`src/hw/rtl/cdn_pkg.sv`:
```
`timescale 1ns / 1ps
package cdn_pkg;

   localparam int unsigned WORK_W      = 17;
   localparam int unsigned DVS_W       = 10;
   localparam int unsigned REC_W       = 14;
   localparam int unsigned RECIP_SHIFT = 17;

   localparam logic [DVS_W-1:0] MS_PER_SEC   = 10'd1000;
   localparam logic [DVS_W-1:0] SEC_PER_MIN  = 10'd60;
   localparam logic [DVS_W-1:0] MIN_PER_HOUR = 10'd60;
   localparam logic [DVS_W-1:0] HOUR_PER_DAY = 10'd24;
   localparam logic [DVS_W-1:0] MON_PER_YEAR = 10'd12;
   localparam logic [DVS_W-1:0] LEAP_CYCLE   = 10'd400;
   localparam logic [14:0]      YEAR_SPAN    = 15'd10000;

   // floor(2^17 / divisor); estimate is low by at most one for 17-bit dividends
   localparam logic [REC_W-1:0] MS_RECIP    = 14'd131;
   localparam logic [REC_W-1:0] MIN_RECIP   = 14'd2184;
   localparam logic [REC_W-1:0] DAY_RECIP   = 14'd5461;
   localparam logic [REC_W-1:0] YEAR_RECIP  = 14'd10922;
   localparam logic [REC_W-1:0] LEAP_RECIP  = 14'd327;

   typedef struct packed {
      logic              start;
      logic [WORK_W-1:0] dividend;
      logic [DVS_W-1:0]  divisor;
      logic [REC_W-1:0]  recip;
   } div_req_type;

   typedef struct packed {
      logic              done;
      logic [WORK_W-1:0] quotient;
      logic [DVS_W-1:0]  remainder;
   } div_rsp_type;

   function automatic logic [4:0] month_len(input logic [3:0] mo, input logic leap);
      logic [4:0] len;
      case (mo)
         4'd2:                      len = leap ? 5'd29 : 5'd28;
         4'd4, 4'd6, 4'd9, 4'd11:   len = 5'd30;
         default:                   len = 5'd31;
      endcase
      return len;
   endfunction

endpackage

```
`src/hw/rtl/cdn_divider.sv`:
```
`timescale 1ns / 1ps
// Reciprocal divider: estimate by multiply, back-multiply, one correction step.
// One multiplier serves both products; done rises after the quotient, remainder and fix steps.
module cdn_divider (
   input  logic                clock,
   input  logic                reset,
   input  cdn_pkg::div_req_type div_req,
   output cdn_pkg::div_rsp_type div_rsp
);
   import cdn_pkg::*;

   localparam int unsigned PROD_W = WORK_W + REC_W;

   typedef enum logic [3:0] {
      PH_IDLE = 4'b0001,
      PH_QUOT = 4'b0010,
      PH_REM  = 4'b0100,
      PH_FIX  = 4'b1000
   } phase_type;

   phase_type         phase_ff;
   logic              done_ff;
   logic [WORK_W-1:0] num_ff;
   logic [DVS_W-1:0]  dvs_ff;
   logic [REC_W-1:0]  rcp_ff;
   logic [WORK_W-1:0] quo_ff;
   logic [DVS_W:0]    rem_ff;

   logic [WORK_W-1:0] mul_a;
   logic [REC_W-1:0]  mul_b;
   logic [PROD_W-1:0] prod;
   logic [WORK_W-1:0] part;
   logic              over;

   assign mul_a = (phase_ff == PH_REM) ? quo_ff : num_ff;
   assign mul_b = (phase_ff == PH_REM) ? {{(REC_W-DVS_W){1'b0}}, dvs_ff} : rcp_ff;
   assign prod  = PROD_W'(mul_a) * PROD_W'(mul_b);
   // below twice the divisor, so it fits one bit over the divisor width
   assign part  = num_ff - prod[WORK_W-1:0];
   assign over  = rem_ff >= {1'b0, dvs_ff};

   always_ff @(posedge clock) begin
      if (reset) begin
         phase_ff <= PH_IDLE;
         done_ff  <= 1'b0;
      end else begin
         done_ff <= 1'b0;
         case (phase_ff)
            PH_IDLE: begin
               if (div_req.start) begin
                  num_ff   <= div_req.dividend;
                  dvs_ff   <= div_req.divisor;
                  rcp_ff   <= div_req.recip;
                  phase_ff <= PH_QUOT;
               end
            end
            PH_QUOT: begin
               quo_ff   <= {{(WORK_W-(PROD_W-RECIP_SHIFT)){1'b0}},
                            prod[PROD_W-1:RECIP_SHIFT]};
               phase_ff <= PH_REM;
            end
            PH_REM: begin
               rem_ff   <= part[DVS_W:0];
               phase_ff <= PH_FIX;
            end
            PH_FIX: begin
               if (over) begin
                  quo_ff <= quo_ff + WORK_W'(1);
                  rem_ff <= rem_ff - {1'b0, dvs_ff};
               end
               done_ff  <= 1'b1;
               phase_ff <= PH_IDLE;
            end
            default: phase_ff <= PH_IDLE;
         endcase
      end
   end

   assign div_rsp.done      = done_ff;
   assign div_rsp.quotient  = quo_ff;
   assign div_rsp.remainder = rem_ff[DVS_W-1:0];

endmodule

```
`src/hw/rtl/calendar_datetime_normalizer.sv`:
```
`timescale 1ns / 1ps
// Channel   Handshake               Payload
// req       req_valid / req_stall   func, years/months/days/hours/minutes/seconds/millis
// rsp       rsp_valid / rsp_stall   year..milli, year_wrapped
//
// A request runs 6 divisions in turn on the shared divider (carries and year mod
// 400), then a day walk with one step per month crossed, then one step per year
// wrap; the next request is taken once the block is back in idle.
// Synchronous reset sets the datetime to 2019-01-01 00:00:00.000.
// The result sits in an output register; the next request is taken while it waits,
// and its final step holds until that register is free.
module calendar_datetime_normalizer (
   input  logic        clock,
   input  logic        reset,
   input  logic        req_valid,
   output logic        req_stall,
   input  logic        req_func,
   input  logic [13:0] req_years_in,
   input  logic [7:0]  req_months_in,
   input  logic [15:0] req_days_in,
   input  logic [15:0] req_hours_in,
   input  logic [15:0] req_minutes_in,
   input  logic [15:0] req_seconds_in,
   input  logic [15:0] req_millis_in,
   output logic        rsp_valid,
   input  logic        rsp_stall,
   output logic [13:0] rsp_year_out,
   output logic [3:0]  rsp_month_out,
   output logic [4:0]  rsp_day_out,
   output logic [4:0]  rsp_hour_out,
   output logic [5:0]  rsp_minute_out,
   output logic [5:0]  rsp_second_out,
   output logic [9:0]  rsp_milli_out,
   output logic        rsp_year_wrapped
);
   import cdn_pkg::*;

   typedef enum logic [4:0] {
      ST_IDLE      = 5'b00001,
      ST_DIV_START = 5'b00010,
      ST_DIV_WAIT  = 5'b00100,
      ST_WALK      = 5'b01000,
      ST_WRAP      = 5'b10000
   } state_type;

   typedef enum logic [2:0] {
      OP_MS, OP_SEC, OP_MIN, OP_HOUR, OP_MONTH, OP_YEAR
   } op_type;

   state_type state_ff, state_in;
   op_type    op_ff;

   logic [14:0]       y_ff;
   logic [8:0]        mo_ff;
   logic [WORK_W-1:0] d_ff, h_ff, mi_ff, s_ff, ms_ff;
   logic [8:0]        r400_ff;
   logic              wrap_ff;

   logic [13:0] cur_year_ff;
   logic [3:0]  cur_month_ff;
   logic [4:0]  cur_day_ff, cur_hour_ff;
   logic [5:0]  cur_minute_ff, cur_second_ff;
   logic [9:0]  cur_milli_ff;
   logic        cur_wrap_ff;
   logic        rsp_valid_ff;

   div_req_type div_req;
   div_rsp_type div_rsp;

   logic        req_take;
   logic        leap;
   logic [4:0]  len;
   logic        out_free;

   cdn_divider u_div (
      .clock   (clock),
      .reset   (reset),
      .div_req (div_req),
      .div_rsp (div_rsp)
   );

   assign req_stall = (state_ff != ST_IDLE);
   assign req_take  = req_valid && !req_stall;
   assign out_free  = !rsp_valid_ff || !rsp_stall;

   // r400 tracks year mod 400 through the walk
   assign leap = (r400_ff == 9'd0) ||
                 ((r400_ff[1:0] == 2'd0) && !(r400_ff inside {9'd100, 9'd200, 9'd300}));
   assign len  = month_len(mo_ff[3:0], leap);

   always_comb begin
      div_req.start = (state_ff == ST_DIV_START);
      case (op_ff)
         OP_MS: begin
            div_req.dividend = ms_ff;
            div_req.divisor  = MS_PER_SEC;
            div_req.recip    = MS_RECIP;
         end
         OP_SEC: begin
            div_req.dividend = s_ff;
            div_req.divisor  = SEC_PER_MIN;
            div_req.recip    = MIN_RECIP;
         end
         OP_MIN: begin
            div_req.dividend = mi_ff;
            div_req.divisor  = MIN_PER_HOUR;
            div_req.recip    = MIN_RECIP;
         end
         OP_HOUR: begin
            div_req.dividend = h_ff;
            div_req.divisor  = HOUR_PER_DAY;
            div_req.recip    = DAY_RECIP;
         end
         OP_MONTH: begin
            div_req.dividend = {8'd0, mo_ff - 9'd1};
            div_req.divisor  = MON_PER_YEAR;
            div_req.recip    = YEAR_RECIP;
         end
         OP_YEAR: begin
            div_req.dividend = {2'd0, y_ff};
            div_req.divisor  = LEAP_CYCLE;
            div_req.recip    = LEAP_RECIP;
         end
         default: begin
            div_req.dividend = '0;
            div_req.divisor  = LEAP_CYCLE;
            div_req.recip    = LEAP_RECIP;
         end
      endcase
   end

   always_comb begin
      state_in = state_ff;
      case (state_ff)
         ST_IDLE:      if (req_take) state_in = ST_DIV_START;
         ST_DIV_START: state_in = ST_DIV_WAIT;
         ST_DIV_WAIT: begin
            if (div_rsp.done) state_in = (op_ff == OP_YEAR) ? ST_WALK : ST_DIV_START;
         end
         ST_WALK:      if (d_ff <= {12'd0, len}) state_in = ST_WRAP;
         ST_WRAP: begin
            if (y_ff < YEAR_SPAN && out_free) state_in = ST_IDLE;
         end
         default:      state_in = ST_IDLE;
      endcase
   end

   always_ff @(posedge clock) begin
      if (reset) begin
         state_ff      <= ST_IDLE;
         op_ff         <= OP_MS;
         rsp_valid_ff  <= 1'b0;
         cur_year_ff   <= 14'd2019;
         cur_month_ff  <= 4'd1;
         cur_day_ff    <= 5'd1;
         cur_hour_ff   <= '0;
         cur_minute_ff <= '0;
         cur_second_ff <= '0;
         cur_milli_ff  <= '0;
         cur_wrap_ff   <= 1'b0;
      end else begin
         state_ff <= state_in;
         if (state_ff == ST_WRAP && y_ff < YEAR_SPAN && out_free) begin
            rsp_valid_ff <= 1'b1;
         end else if (!rsp_stall) begin
            rsp_valid_ff <= 1'b0;
         end

         case (state_ff)
            ST_IDLE: begin
               if (req_take) begin
                  op_ff   <= OP_MS;
                  wrap_ff <= 1'b0;
                  if (req_func) begin
                     y_ff  <= {1'b0, req_years_in};
                     mo_ff <= (req_months_in == 8'd0) ? 9'd1 : {1'b0, req_months_in};
                     d_ff  <= (req_days_in == 16'd0) ? 17'd1 : {1'b0, req_days_in};
                     h_ff  <= {1'b0, req_hours_in};
                     mi_ff <= {1'b0, req_minutes_in};
                     s_ff  <= {1'b0, req_seconds_in};
                     ms_ff <= {1'b0, req_millis_in};
                  end else begin
                     y_ff  <= {1'b0, req_years_in} + {1'b0, cur_year_ff};
                     mo_ff <= {1'b0, req_months_in} + {5'd0, cur_month_ff};
                     d_ff  <= {1'b0, req_days_in} + {12'd0, cur_day_ff};
                     h_ff  <= {1'b0, req_hours_in} + {12'd0, cur_hour_ff};
                     mi_ff <= {1'b0, req_minutes_in} + {11'd0, cur_minute_ff};
                     s_ff  <= {1'b0, req_seconds_in} + {11'd0, cur_second_ff};
                     ms_ff <= {1'b0, req_millis_in} + {7'd0, cur_milli_ff};
                  end
               end
            end
            ST_DIV_WAIT: begin
               if (div_rsp.done) begin
                  case (op_ff)
                     OP_MS: begin
                        ms_ff <= {7'd0, div_rsp.remainder};
                        s_ff  <= s_ff + div_rsp.quotient;
                        op_ff <= OP_SEC;
                     end
                     OP_SEC: begin
                        s_ff  <= {7'd0, div_rsp.remainder};
                        mi_ff <= mi_ff + div_rsp.quotient;
                        op_ff <= OP_MIN;
                     end
                     OP_MIN: begin
                        mi_ff <= {7'd0, div_rsp.remainder};
                        h_ff  <= h_ff + div_rsp.quotient;
                        op_ff <= OP_HOUR;
                     end
                     OP_HOUR: begin
                        h_ff  <= {7'd0, div_rsp.remainder};
                        d_ff  <= d_ff + div_rsp.quotient;
                        op_ff <= OP_MONTH;
                     end
                     OP_MONTH: begin
                        mo_ff <= {5'd0, div_rsp.remainder[3:0]} + 9'd1;
                        y_ff  <= y_ff + div_rsp.quotient[14:0];
                        op_ff <= OP_YEAR;
                     end
                     OP_YEAR: begin
                        r400_ff <= div_rsp.remainder[8:0];
                     end
                     default: op_ff <= OP_MS;
                  endcase
               end
            end
            ST_WALK: begin
               if (d_ff > {12'd0, len}) begin
                  d_ff <= d_ff - {12'd0, len};
                  if (mo_ff == 9'd12) begin
                     mo_ff   <= 9'd1;
                     y_ff    <= y_ff + 15'd1;
                     r400_ff <= (r400_ff == 9'd399) ? 9'd0 : r400_ff + 9'd1;
                  end else begin
                     mo_ff <= mo_ff + 9'd1;
                  end
               end
            end
            ST_WRAP: begin
               if (y_ff >= YEAR_SPAN) begin
                  y_ff    <= y_ff - YEAR_SPAN;
                  wrap_ff <= 1'b1;
               end else if (out_free) begin
                  cur_year_ff   <= y_ff[13:0];
                  cur_month_ff  <= mo_ff[3:0];
                  cur_day_ff    <= d_ff[4:0];
                  cur_hour_ff   <= h_ff[4:0];
                  cur_minute_ff <= mi_ff[5:0];
                  cur_second_ff <= s_ff[5:0];
                  cur_milli_ff  <= ms_ff[9:0];
                  cur_wrap_ff   <= wrap_ff;
               end
            end
            default: ;
         endcase
      end
   end

   assign rsp_valid        = rsp_valid_ff;
   assign rsp_year_out     = cur_year_ff;
   assign rsp_month_out    = cur_month_ff;
   assign rsp_day_out      = cur_day_ff;
   assign rsp_hour_out     = cur_hour_ff;
   assign rsp_minute_out   = cur_minute_ff;
   assign rsp_second_out   = cur_second_ff;
   assign rsp_milli_out    = cur_milli_ff;
   assign rsp_year_wrapped = cur_wrap_ff;

endmodule
```
`config.mk`:
```
export PLATFORM = sky130hd
export DESIGN_NAME = calendar_datetime_normalizer
export DESIGN_NICKNAME = d
export VERILOG_FILES = /design/src/hw/rtl/cdn_pkg.sv /design/src/hw/rtl/cdn_divider.sv /design/src/hw/rtl/calendar_datetime_normalizer.sv
export SDC_FILE = /design/constraint.sdc
export NUM_CORES = 1
export LEC_CHECK = 0
export BUFFER_PORTS_ARGS = -buffer_cell sky130_fd_sc_hd__buf_2
export CAP_MARGIN = 25
export CORE_ASPECT_RATIO = 1.1
export CORE_MARGIN = 2
export CORE_UTILIZATION = 51
export CTS_BUF_LIST = sky130_fd_sc_hd__clkbuf_4
export CTS_CLUSTER_DIAMETER = 100
export DETAILED_ROUTE_END_ITERATION = 7
export GPL_TIMING_DRIVEN = 0
export PLACE_DENSITY_LB_ADDON = 0.2
export SKIP_LAST_GASP = 1
export SYNTH_ARGS = -nofsm -noshare
export SYNTH_HDL_FRONTEND = slang
export SYNTH_SLANG_ARGS = --single-unit
```
`constraint.sdc`:
```
create_clock -name clock -period 9.1 [get_ports clock]
set_input_delay 1.82 -clock clock [delete_from_list [all_inputs] [get_ports clock]]
set_output_delay 1.82 -clock clock [all_outputs]
set_load 0.02 [all_outputs]
```
# == Yosys cells after proc, flatten, opt, wreduce, memory -nomap -nowiden ==
# Index checks and enable logic that the tools add are counted.
# totals
regBits,253
in_bits,107
output_inout_bits,53
wordCells,216
# op_classes
n_addsub,22
multipliers,1
order_cmp,5
n_eq_ne,43
n_mux,76
n_bitwise,2
reduce_logical,40
# ops
cell,n
2-to-1 mux 17 bit,20
case mux 17 bit (2 select lines),8
case mux 41 bit (6 select lines),1
2-to-1 mux 15 bit,7
2-to-1 mux 9 bit,11
adder 17 bit,4
case mux 15 bit (4 select lines),1
case mux 17 bit (3 select lines),1
adder 16 x 5 -> 17 bit,2
adder 16 x 6 -> 17 bit,2
multiplier 17 x 14 -> 31 bit,1
case mux 9 bit (3 select lines),1
case mux 5 bit (5 select lines),1
case mux 11 bit (2 select lines),1
2-to-1 mux 5 bit,4
AND reduction 5 bit,4
"adder 9 x 1 -> 9 bit, second input constant",2
"equality test 9 bit, second input constant",2
case mux 3 bit (6 select lines),1
case mux 9 bit (2 select lines),1
AND reduction 6 bit,3
adder 16 x 10 -> 17 bit,1
"adder 17 x 1 -> 17 bit, second input constant",1
> comparator 17 x 5 -> 1 bit,1
60 further kinds,108

# == Longest topological paths before layout ==
# Gate-level depths: netlist (run 1).
# depth
word_depth,10
depth_mapped,29
mapped_depth_nobuf,26

# == Hierarchy ==
# A second synthesis (run 1) with hierarchy kept.
# hier_totals
cells_unflattened,3265
hier_area_um2,28091.9
# by_module_without_submodules
module,n_inst,cells_per_inst,area_per_inst_um2,seq_area_each_um2
calendar_datetime_normalizer,1,1976,16328.2,4774.6
cdn_divider,1,1289,11763.8,2172.1

# == Worst setup path before layout (run 1) ==
# Ideal clock, no wire load.
# synth_timing
path_kind,register to register
startpoint,reg u_div.phase_ff[2]
endpoint,"reg u_div.quo_ff[13], data pin"
setup_time_ns,0.270
t_arrival_ns,7.032
required_ns,8.830
setup_slack_ns,1.798
path_stages_with_launch,27
path_buffers,4
period_less_slack_ns,7.302
path_cell_list,dfxtp_1 buf_2 nor4b_1 buf_2 buf_2 a21o_1 clkbuf_1 nand2_1 fa_1 inv_1 fa_1 fa_1 fa_1 fa_1 inv_1 fa_1 inv_1 ha_1 a21o_1 or4_1 o221ai_1 o21ai_1 o21ai_1 o21ai_1 a21oi_1 xnor2_1 a21oi_1
# synth_via
elab_chain_cells,4
elab_cells_between_ends,7
classes_between,mul: 1; eq/ne: 3; mux: 3
# synth_lines
element,line,text
"start, declared",cdn_divider.sv:21,phase_type phase_ff;
"start signal, assigned",cdn_divider.sv:44,phase_ff <= PH_IDLE;
"start signal, assigned",cdn_divider.sv:54,phase_ff <= PH_QUOT;
"start signal, assigned",cdn_divider.sv:60,phase_ff <= PH_REM;
equality test 4 x 3 -> 1 bit,"cdn_divider.sv:35, cdn_divider.sv:36",
2-to-1 mux 17 bit or 2-to-1 mux 14 bit (tied branches),"cdn_divider.sv:35, cdn_divider.sv:36",
multiplier 17 x 14 -> 31 bit,cdn_divider.sv:37,assign prod = PROD_W'(mul_a) * PROD_W'(mul_b);
case mux 17 bit (2 select lines) (*),cdn_divider.sv:48,case (phase_ff)
"end signal, assigned",cdn_divider.sv:58,"quo_ff <= {{(WORK_W-(PROD_W-RECIP_SHIFT)){1'b0}},"
"end signal, assigned",cdn_divider.sv:68,quo_ff <= quo_ff + WORK_W'(1);
"end, declared",cdn_divider.sv:26,logic [WORK_W-1:0] quo_ff;
# Every way passes the cells marked *; elsewhere a longest branch is shown, timed or not.
# A chain may end at the register's enable or synchronous reset.

# == Worst setup path in the final report (run 1) ==
# layout_timing
startpoint,reg u_div.phase_ff[2]
endpoint,"reg u_div.quo_ff[12], data pin"
# The elaborated chain is that of the path after synthesis.

==> results of run 1 <==
power breakdown:
| group | internal [mW] | switching (mW) | total, mW | leakage [nW] |
|---|---|---|---|---|
| clock network | 0.444 | 0.492 | 0.936 | 0.472 |
| logic | 1.28 | 1.82 | 3.11 | 10.3 |
| registers | 1.38 | 0.118 | 1.50 | 2.14 |
| total | 3.11 | 2.43 | 5.54 | 12.9 |
cell usage after synthesis (all sizes together) (21+ instances only):
library cell  number  area [sq um]
a211oi            38           285
a21o              54           405
a21oi            247          1240
a22oi             22           165
a31oi             22           144
and2              36           225
and3              30           188
buf               26           144
clkbuf            86           323
dfxtp             65          1300
edfxtp           176          5290
fa               192          3840
ha               254          3180
inv              289          1080
mux2i             38           380
nand2            447          1680
nand2b            37           231
nand3             53           265
nor2             264           991
nor2b             77           482
nor3              60           305
o21a              21           158
o21ai            150           754
o221ai            24           210
o22ai             25           156
xnor2            130          1140
xor2              96           841
kinds of logic after synthesis:
family | synth area share (%)
muxes | 1.78
AOI/OAI and AO/OA | 16.2
xor gates and xnor gates | 7.31
adders and majority gates | 25.9
DFF | 24.3
buffers and inverters | 5.76
and+or+nand+nor | 18.7
routing by layer:
metal  share of wire (%)  wire length [um]  track usage [%]  vias up
met5               0.017                17                0        -
met4                 6.9              6750             22.2        2
met2                  47             46300             60.5     1120
met1                  39             38400             42.6    12100
met3                 6.9              6770             5.14      325
li1                    -                 -                -    11500
worst paths after layout:
path,slack (ns),to,startpoint,depth (start not counted)
max,0.63,u_div.quo_ff[12],u_div.phase_ff[2],26
min,0.48,rsp_milli_out[3],rsp_milli_out[3],2
max reg2reg,0.63,u_div.quo_ff[12],u_div.phase_ff[2],26
min reg2reg,0.48,rsp_milli_out[3],rsp_milli_out[3],2
repair_timing:
action                                  CTS  global route
endpoints found under the hold margin     0             0
gates resized for setup                   0             3
endpoints found under the setup margin    0             9
worst register-to-register path, delay by kind of cell, from the launching register on:
family	cells	cell delay, ns
buf+inv	7	1.38
simple gates	2	0.64
flops	1	0.31
fa+ha+maj	7	3.49
xor+xnor	1	0.17
compound gates	9	2.19
area by class of cell:
class | instances | area, sq um | area share (%)
plain buffers | 112 | 467 | 1.57
well taps | 675 | 845 | 2.84
clock buffers | 87 | 653 | 2.20
inverters | 291 | 1090 | 3.68
repair buffers | 172 | 933 | 3.14
flip-flops and latches | 241 | 6590 | 22.2
clock inverters | 26 | 113 | 0.379
diodes | 4 | 10.0 | 0.0337
multi-input cells | 2522 | 19000 | 64.0
stage by stage:
stage | instances | worst slack, ns | power [mW] | utilization, % | hold WS (ns)
6_report | 4130 | 0.633 | 5.54 | 56.7 | 0.481
5_1_grt | 4128 | 0.0607 | 5.96 | 56.6 | 0.508
4_1_cts | 4124 | 0.0770 | 5.52 | 56.6 | 0.487
3_5_place_dp | 4011 | 0.123 | 4.56 | 55.1 | 0.472
3_3_place_gp | 3999 | 0.244 | 4.45 | 54.8 | 0.465
2_1_floorplan | 3166 | 1.80 | 3.69 | - | 0.471
flip-flops by register name, indices dropped and copies added (netlist names), 6 cells and up:
| name | flops |
|---|---|
| d_ff | 17 |
| h_ff | 17 |
| mi_ff | 17 |
| mo_ff | 9 |
| ms_ff | 17 |
| r400_ff | 9 |
| rsp_milli_out | 10 |
| rsp_minute_out | 6 |
| rsp_second_out | 6 |
| rsp_year_out | 14 |
| s_ff | 17 |
| u_div.num_ff | 17 |
| u_div.quo_ff | 17 |
| u_div.rcp_ff | 7 |
| u_div.rem_ff | 11 |
| y_ff | 15 |
layout by cell type (no fill, tap or decap), types with 38 or more instances in the layout:
master,instances
nor3_1,59
xor2_1,96
clkbuf_1,86
xnor2_1,130
o21ai_0,141
clkbuf_4,87
a21oi_1,240
inv_1,289
nand2_1,447
edfxtp_1,176
ha_1,254
fa_1,192
nor2b_1,77
buf_2,168
nor2_1,263
a21o_1,54
dfxtp_1,65
nand3_1,53
mux2i_1,38
==> results.sh, run 1 <==
export IMPL_crit_arrival_ns=8.96
export IMPL_outcome="finished clean"
export IMPL_vias=25000
export IMPL_wl_per_cell_um=23.8
export IMPL_ir_worst_vdd_mv=0.153
export IMPL_placementRows=88
export IMPL_ant_nets=0
export IMPL_placed_area_sq_mm=0.0289
export IMPL_hpwl_um=79100
export IMPL_die_h_um=246
export IMPL_worst_path_max_fanout=10
export IMPL_cts_setup_buffers=0
export IMPL_async_reset_ff_share_pct=0
export IMPL_first_global_vias=25300
export IMPL_syn_area_per_cell_sq_um=8.55
export IMPL_crit_family="adder cells"
export IMPL_clk_pin_slew_worst_paths_ns=0.07
export IMPL_drc=0
export IMPL_fin_setup_tns_ns=0
export IMPL_min_period_ns=8.47
export IMPL_synth_edff_count=176
export IMPL_cts_hold_buf=0
export IMPL_required_ns=9.59
export IMPL_drv_cap=0
export IMPL_finClkSkew_ns=0.0316
export IMPL_synthCells=3166
export IMPL_netlist_area_sq_mm=0.0271
export IMPL_crit_path_top_delay_cell="fa_1"
export IMPL_grt_ovfl_total=0
export IMPL_grt_max_degree=17
export IMPL_ys_seq_area_share_pct=24.3
export IMPL_hold_violations=0
export IMPL_synthDistinctLibCells=82
export IMPL_cpMostUsedCell="fa_1"
export IMPL_setup_viol=0
export IMPL_port_buffers=158
export IMPL_antenna_found_initial=6
export IMPL_clk_path_buf_depth=3
export IMPL_syn2layout_area_growth_pct=9.67
export IMPL_cp_end_kind="flip-flop"
export IMPL_place_gp_congestion=1.01
export IMPL_firstDrtPassIters=7
export IMPL_final_fill_count=4887
export IMPL_cts_tree="built"
export IMPL_h_tree_depth=2
export IMPL_vias_per_cell=6.06
export IMPL_setup_worst_path_start_class="flip-flop"
export IMPL_grt_pass1_wl_um=148000
export IMPL_syn_nets=3719
export IMPL_start_util_pct=51.7
export IMPL_critPathKind="flip-flop to flip-flop"
export IMPL_maxSlewHeadroom_pct=23.6
export IMPL_yosys_warnings=0
export IMPL_wl_um=98200
export IMPL_cellLeakagePower_nw=12.9
export IMPL_dieArea_sq_mm=0.0550
export IMPL_layout_drive_gt1_share_pct=9.42
export IMPL_cts_buffers=61
export IMPL_tightestPinTransition_ns=1.15
export IMPL_synthFlopType="edfxtp_1"
export IMPL_cts_root_buf="clkbuf_4"
export IMPL_grt_usage_pct=35.6
export IMPL_holdCritPathClass="flip-flop to flip-flop"
export IMPL_crit_buf_inv=7
export IMPL_slew_viol_final=0
export IMPL_pin_count=160
export IMPL_synth_seq_cells=241
export IMPL_die_x_um=224
export IMPL_p_per_area_mw_per_mm2=187
export IMPL_clock_sinks=241
export IMPL_finalCritPeriodShare_pct=93.0
export IMPL_core_area_sq_mm=0.0524
export IMPL_fmax_ghz=0.118
export IMPL_grt_setup_unrepaired="no"
export IMPL_stdcell_area_sq_mm=0.0297
export IMPL_fin_nets=3954
export IMPL_cpPeakStageDelay_ns=0.57
export IMPL_drtIter0Drc=1992
export IMPL_clk_latency_ns=0.79
No activity file was read; power rests on OpenSTA's default activity.
==> run 2, diff against run 1 <==
- CTS_BUF_LIST: sky130_fd_sc_hd__clkbuf_4 -> default
==> results.sh, run 2 (synthesis gave the netlist of run 1 again) <==
export IMPL_outcome="finished clean"
export IMPL_grt_setup_unrepaired="no"
export IMPL_core_area_sq_mm=0.0524
export IMPL_placed_area_sq_mm=0.0289
export IMPL_maxSlewHeadroom_pct=23.8
export IMPL_vias_per_cell=6.10
export IMPL_hold_violations=0
export IMPL_finClkSkew_ns=0.0182
export IMPL_dieArea_sq_mm=0.0550
export IMPL_die_x_um=224
export IMPL_grt_usage_pct=35.3
export IMPL_h_tree_depth=1
export IMPL_cellLeakagePower_nw=12.9
export IMPL_wl_um=97500
export IMPL_clk_pin_slew_worst_paths_ns=0.07
export IMPL_setup_worst_path_start_class="flip-flop"
export IMPL_fin_setup_tns_ns=0
export IMPL_hpwl_um=79100
export IMPL_drc=0
export IMPL_port_buffers=158
export IMPL_clk_latency_ns=0.57
export IMPL_drtIter0Drc=2032
export IMPL_grt_busiest_layer="met2"
export IMPL_placed_cells=4011
export IMPL_use_met2_pct=60.2
export IMPL_fin_nets=3919
export IMPL_r2r_end="u_div.quo_ff[12]"
export IMPL_fmax_ghz=0.118
export IMPL_place_gp_congestion=1.01
export IMPL_p_clk_share_pct=20.2
export IMPL_first_global_vias=24900
export IMPL_ant_nets=0
export IMPL_holdCritPathClass="flip-flop to flip-flop"
export IMPL_required_ns=9.38
export IMPL_final_cells=4063
export IMPL_min_to="rsp_milli_out[3]"
export IMPL_grt_util_met3_pct=4.64
export IMPL_cts_tree="built"
export IMPL_cts_setup_buffers=0
export IMPL_slew_viol_final=0
export IMPL_antenna_found_initial=5
export IMPL_clk_path_buf_depth=3
export IMPL_p_per_area_mw_per_mm2=193
export IMPL_worst_path_max_fanout=10
export IMPL_grt_max_degree=17
export IMPL_critPathKind="flip-flop to flip-flop"
export IMPL_timing_final_ws_setup_ns=0.602
export IMPL_cp_end_kind="flip-flop"
export IMPL_placementRows=88
export IMPL_vias=24800
export IMPL_setup_viol=0
export IMPL_worstHoldStart="rsp_milli_out[3]"
export IMPL_p_switching_mw=2.41
export IMPL_pwr_share_seq_pct=26.1
export IMPL_power_mw=5.76
export IMPL_r2r_start="u_div.phase_ff[2]"
export IMPL_tightestPinTransition_ns=1.14
export IMPL_grtUsageMet1_pct=42.8
export IMPL_finalCritPeriodShare_pct=93.4
export IMPL_grt_pass1_wl_um=147000
export IMPL_wl_per_cell_um=24.0
export IMPL_layout_common_cells="447 x nand2_1, 289 x inv_1, 263 x nor2_1, 254 x ha_1, 240 x a21oi_1"
export IMPL_clock_sinks=241
export IMPL_cts_buffers=26
export IMPL_p_int_mw=3.35
export IMPL_firstDrtPassIters=8
export IMPL_r2r_cells=26
export IMPL_post_place_ws_ns=0.123
export IMPL_pin_count=160
export IMPL_switching_share_pct=41.9
export IMPL_ir_worst_vdd_mv=0.148
export IMPL_combPwrFrac_pct=53.7
export IMPL_ff2ff_setup_slack_ns=0.60
export IMPL_grt_ovfl_total=0
export IMPL_syn2layout_area_growth_pct=10.2
export IMPL_min_period_ns=8.50
export IMPL_layout_commonest_cell="nand2_1"
export IMPL_layout_drive_gt1_share_pct=7.80
export IMPL_hold_path_depth=2
export IMPL_stdcell_area_sq_mm=0.0298
export IMPL_cts_root_buf="clkbuf_16"
export IMPL_die_h_um=246
export IMPL_crit_arrival_ns=8.78
export IMPL_start_util_pct=51.7
export IMPL_drv_cap=0
-- run 2: changes by cell type in the layout (fill, tap and decap cells not counted) --
cell        delta
clkinvlp_4     +1
inv_6          +2
clkinv_1       -5
clkbuf_16     +27
clkinv_2       -8
inv_2          -1
clkbuf_4      -87
diode_2        -2
bufinv_16      +5
clkbuf_1       +1
-- run 2: cell type report --
cell class / instances / area (sq um)
Antenna cell: 2 / 5.00
Buffer: 112 / 467
Clock buffer: 28 / 679
Clock inverter: 20 / 225
Fill cell: 4837 / 22600
Inverter: 291 / 1090
Multi-Input combinational cell: 2522 / 19000
Sequential cell: 241 / 6590
Tap cell: 675 / 845
Timing Repair Buffer: 172 / 933
-- run 2: routing by layer --
metal  vias to the layer above  wire length, um
li1                      11400                -
met1                     12000            37900
met2                      1092            45800
met3                       319             6960
met4                         2             6820
met5                         -               17
-- run 2: power groups by stage --
stage	Sequential, mW	Clock, mW	Combinational, mW
floorplan	1.46	0	2.23
global placement	1.52	0	2.93
detailed placement	1.52	0	3.04
CTS	1.50	1.17	3.07
global route	1.51	1.20	3.46
finish	1.50	1.17	3.09
-- run 2: critical path, cell delays in order (launching register included) --
cell	delay [ns]
dfxtp_1	0.30
buf_2	0.20
nor4b_2	0.49
buf_2	0.30
buf_2	0.26
a21o_1	0.25
clkbuf_1	0.47
nand2_1	0.15
fa_1	0.53
inv_1	0.05
fa_1	0.57
fa_1	0.45
fa_1	0.53
fa_1	0.55
inv_1	0.06
fa_1	0.54
inv_1	0.04
ha_1	0.33
a21o_1	0.18
a21o_1	0.18
a221o_1	0.34
a31oi_2	0.46
o21ai_0	0.22
a21oi_1	0.31
o21ai_0	0.16
xnor2_1	0.17
a21oi_1	0.08
-- run 2: worst max path at each step --
stage | to | cells past startpoint | from | slack, ns
floorplan | u_div.quo_ff[13] | 26 | u_div.phase_ff[2] | 1.80
global placement | u_div.quo_ff[12] | 26 | u_div.phase_ff[2] | 0.24
detailed placement | u_div.quo_ff[12] | 26 | u_div.phase_ff[2] | 0.12
CTS | u_div.quo_ff[12] | 26 | u_div.phase_ff[2] | 0.07
global route | u_div.quo_ff[7] | 26 | u_div.phase_ff[2] | 0.07
finish | u_div.quo_ff[12] | 26 | u_div.phase_ff[2] | 0.60
-- run 2: what timing repair did --
item | 4_1_cts | 5_1_grt
hold buffers | 0 | 0
endpoints found under the setup margin | 0 | 9
resized for setup | 0 | 3
-- run 2: per-stage QoR --
stage	utilization [%]	hold slack, ns
2_1_floorplan	-	0.471
4_1_cts	56.8	0.486
3_5_place_dp	55.1	0.472
6_report	56.9	0.481
3_3_place_gp	54.8	0.465
5_1_grt	56.9	0.508
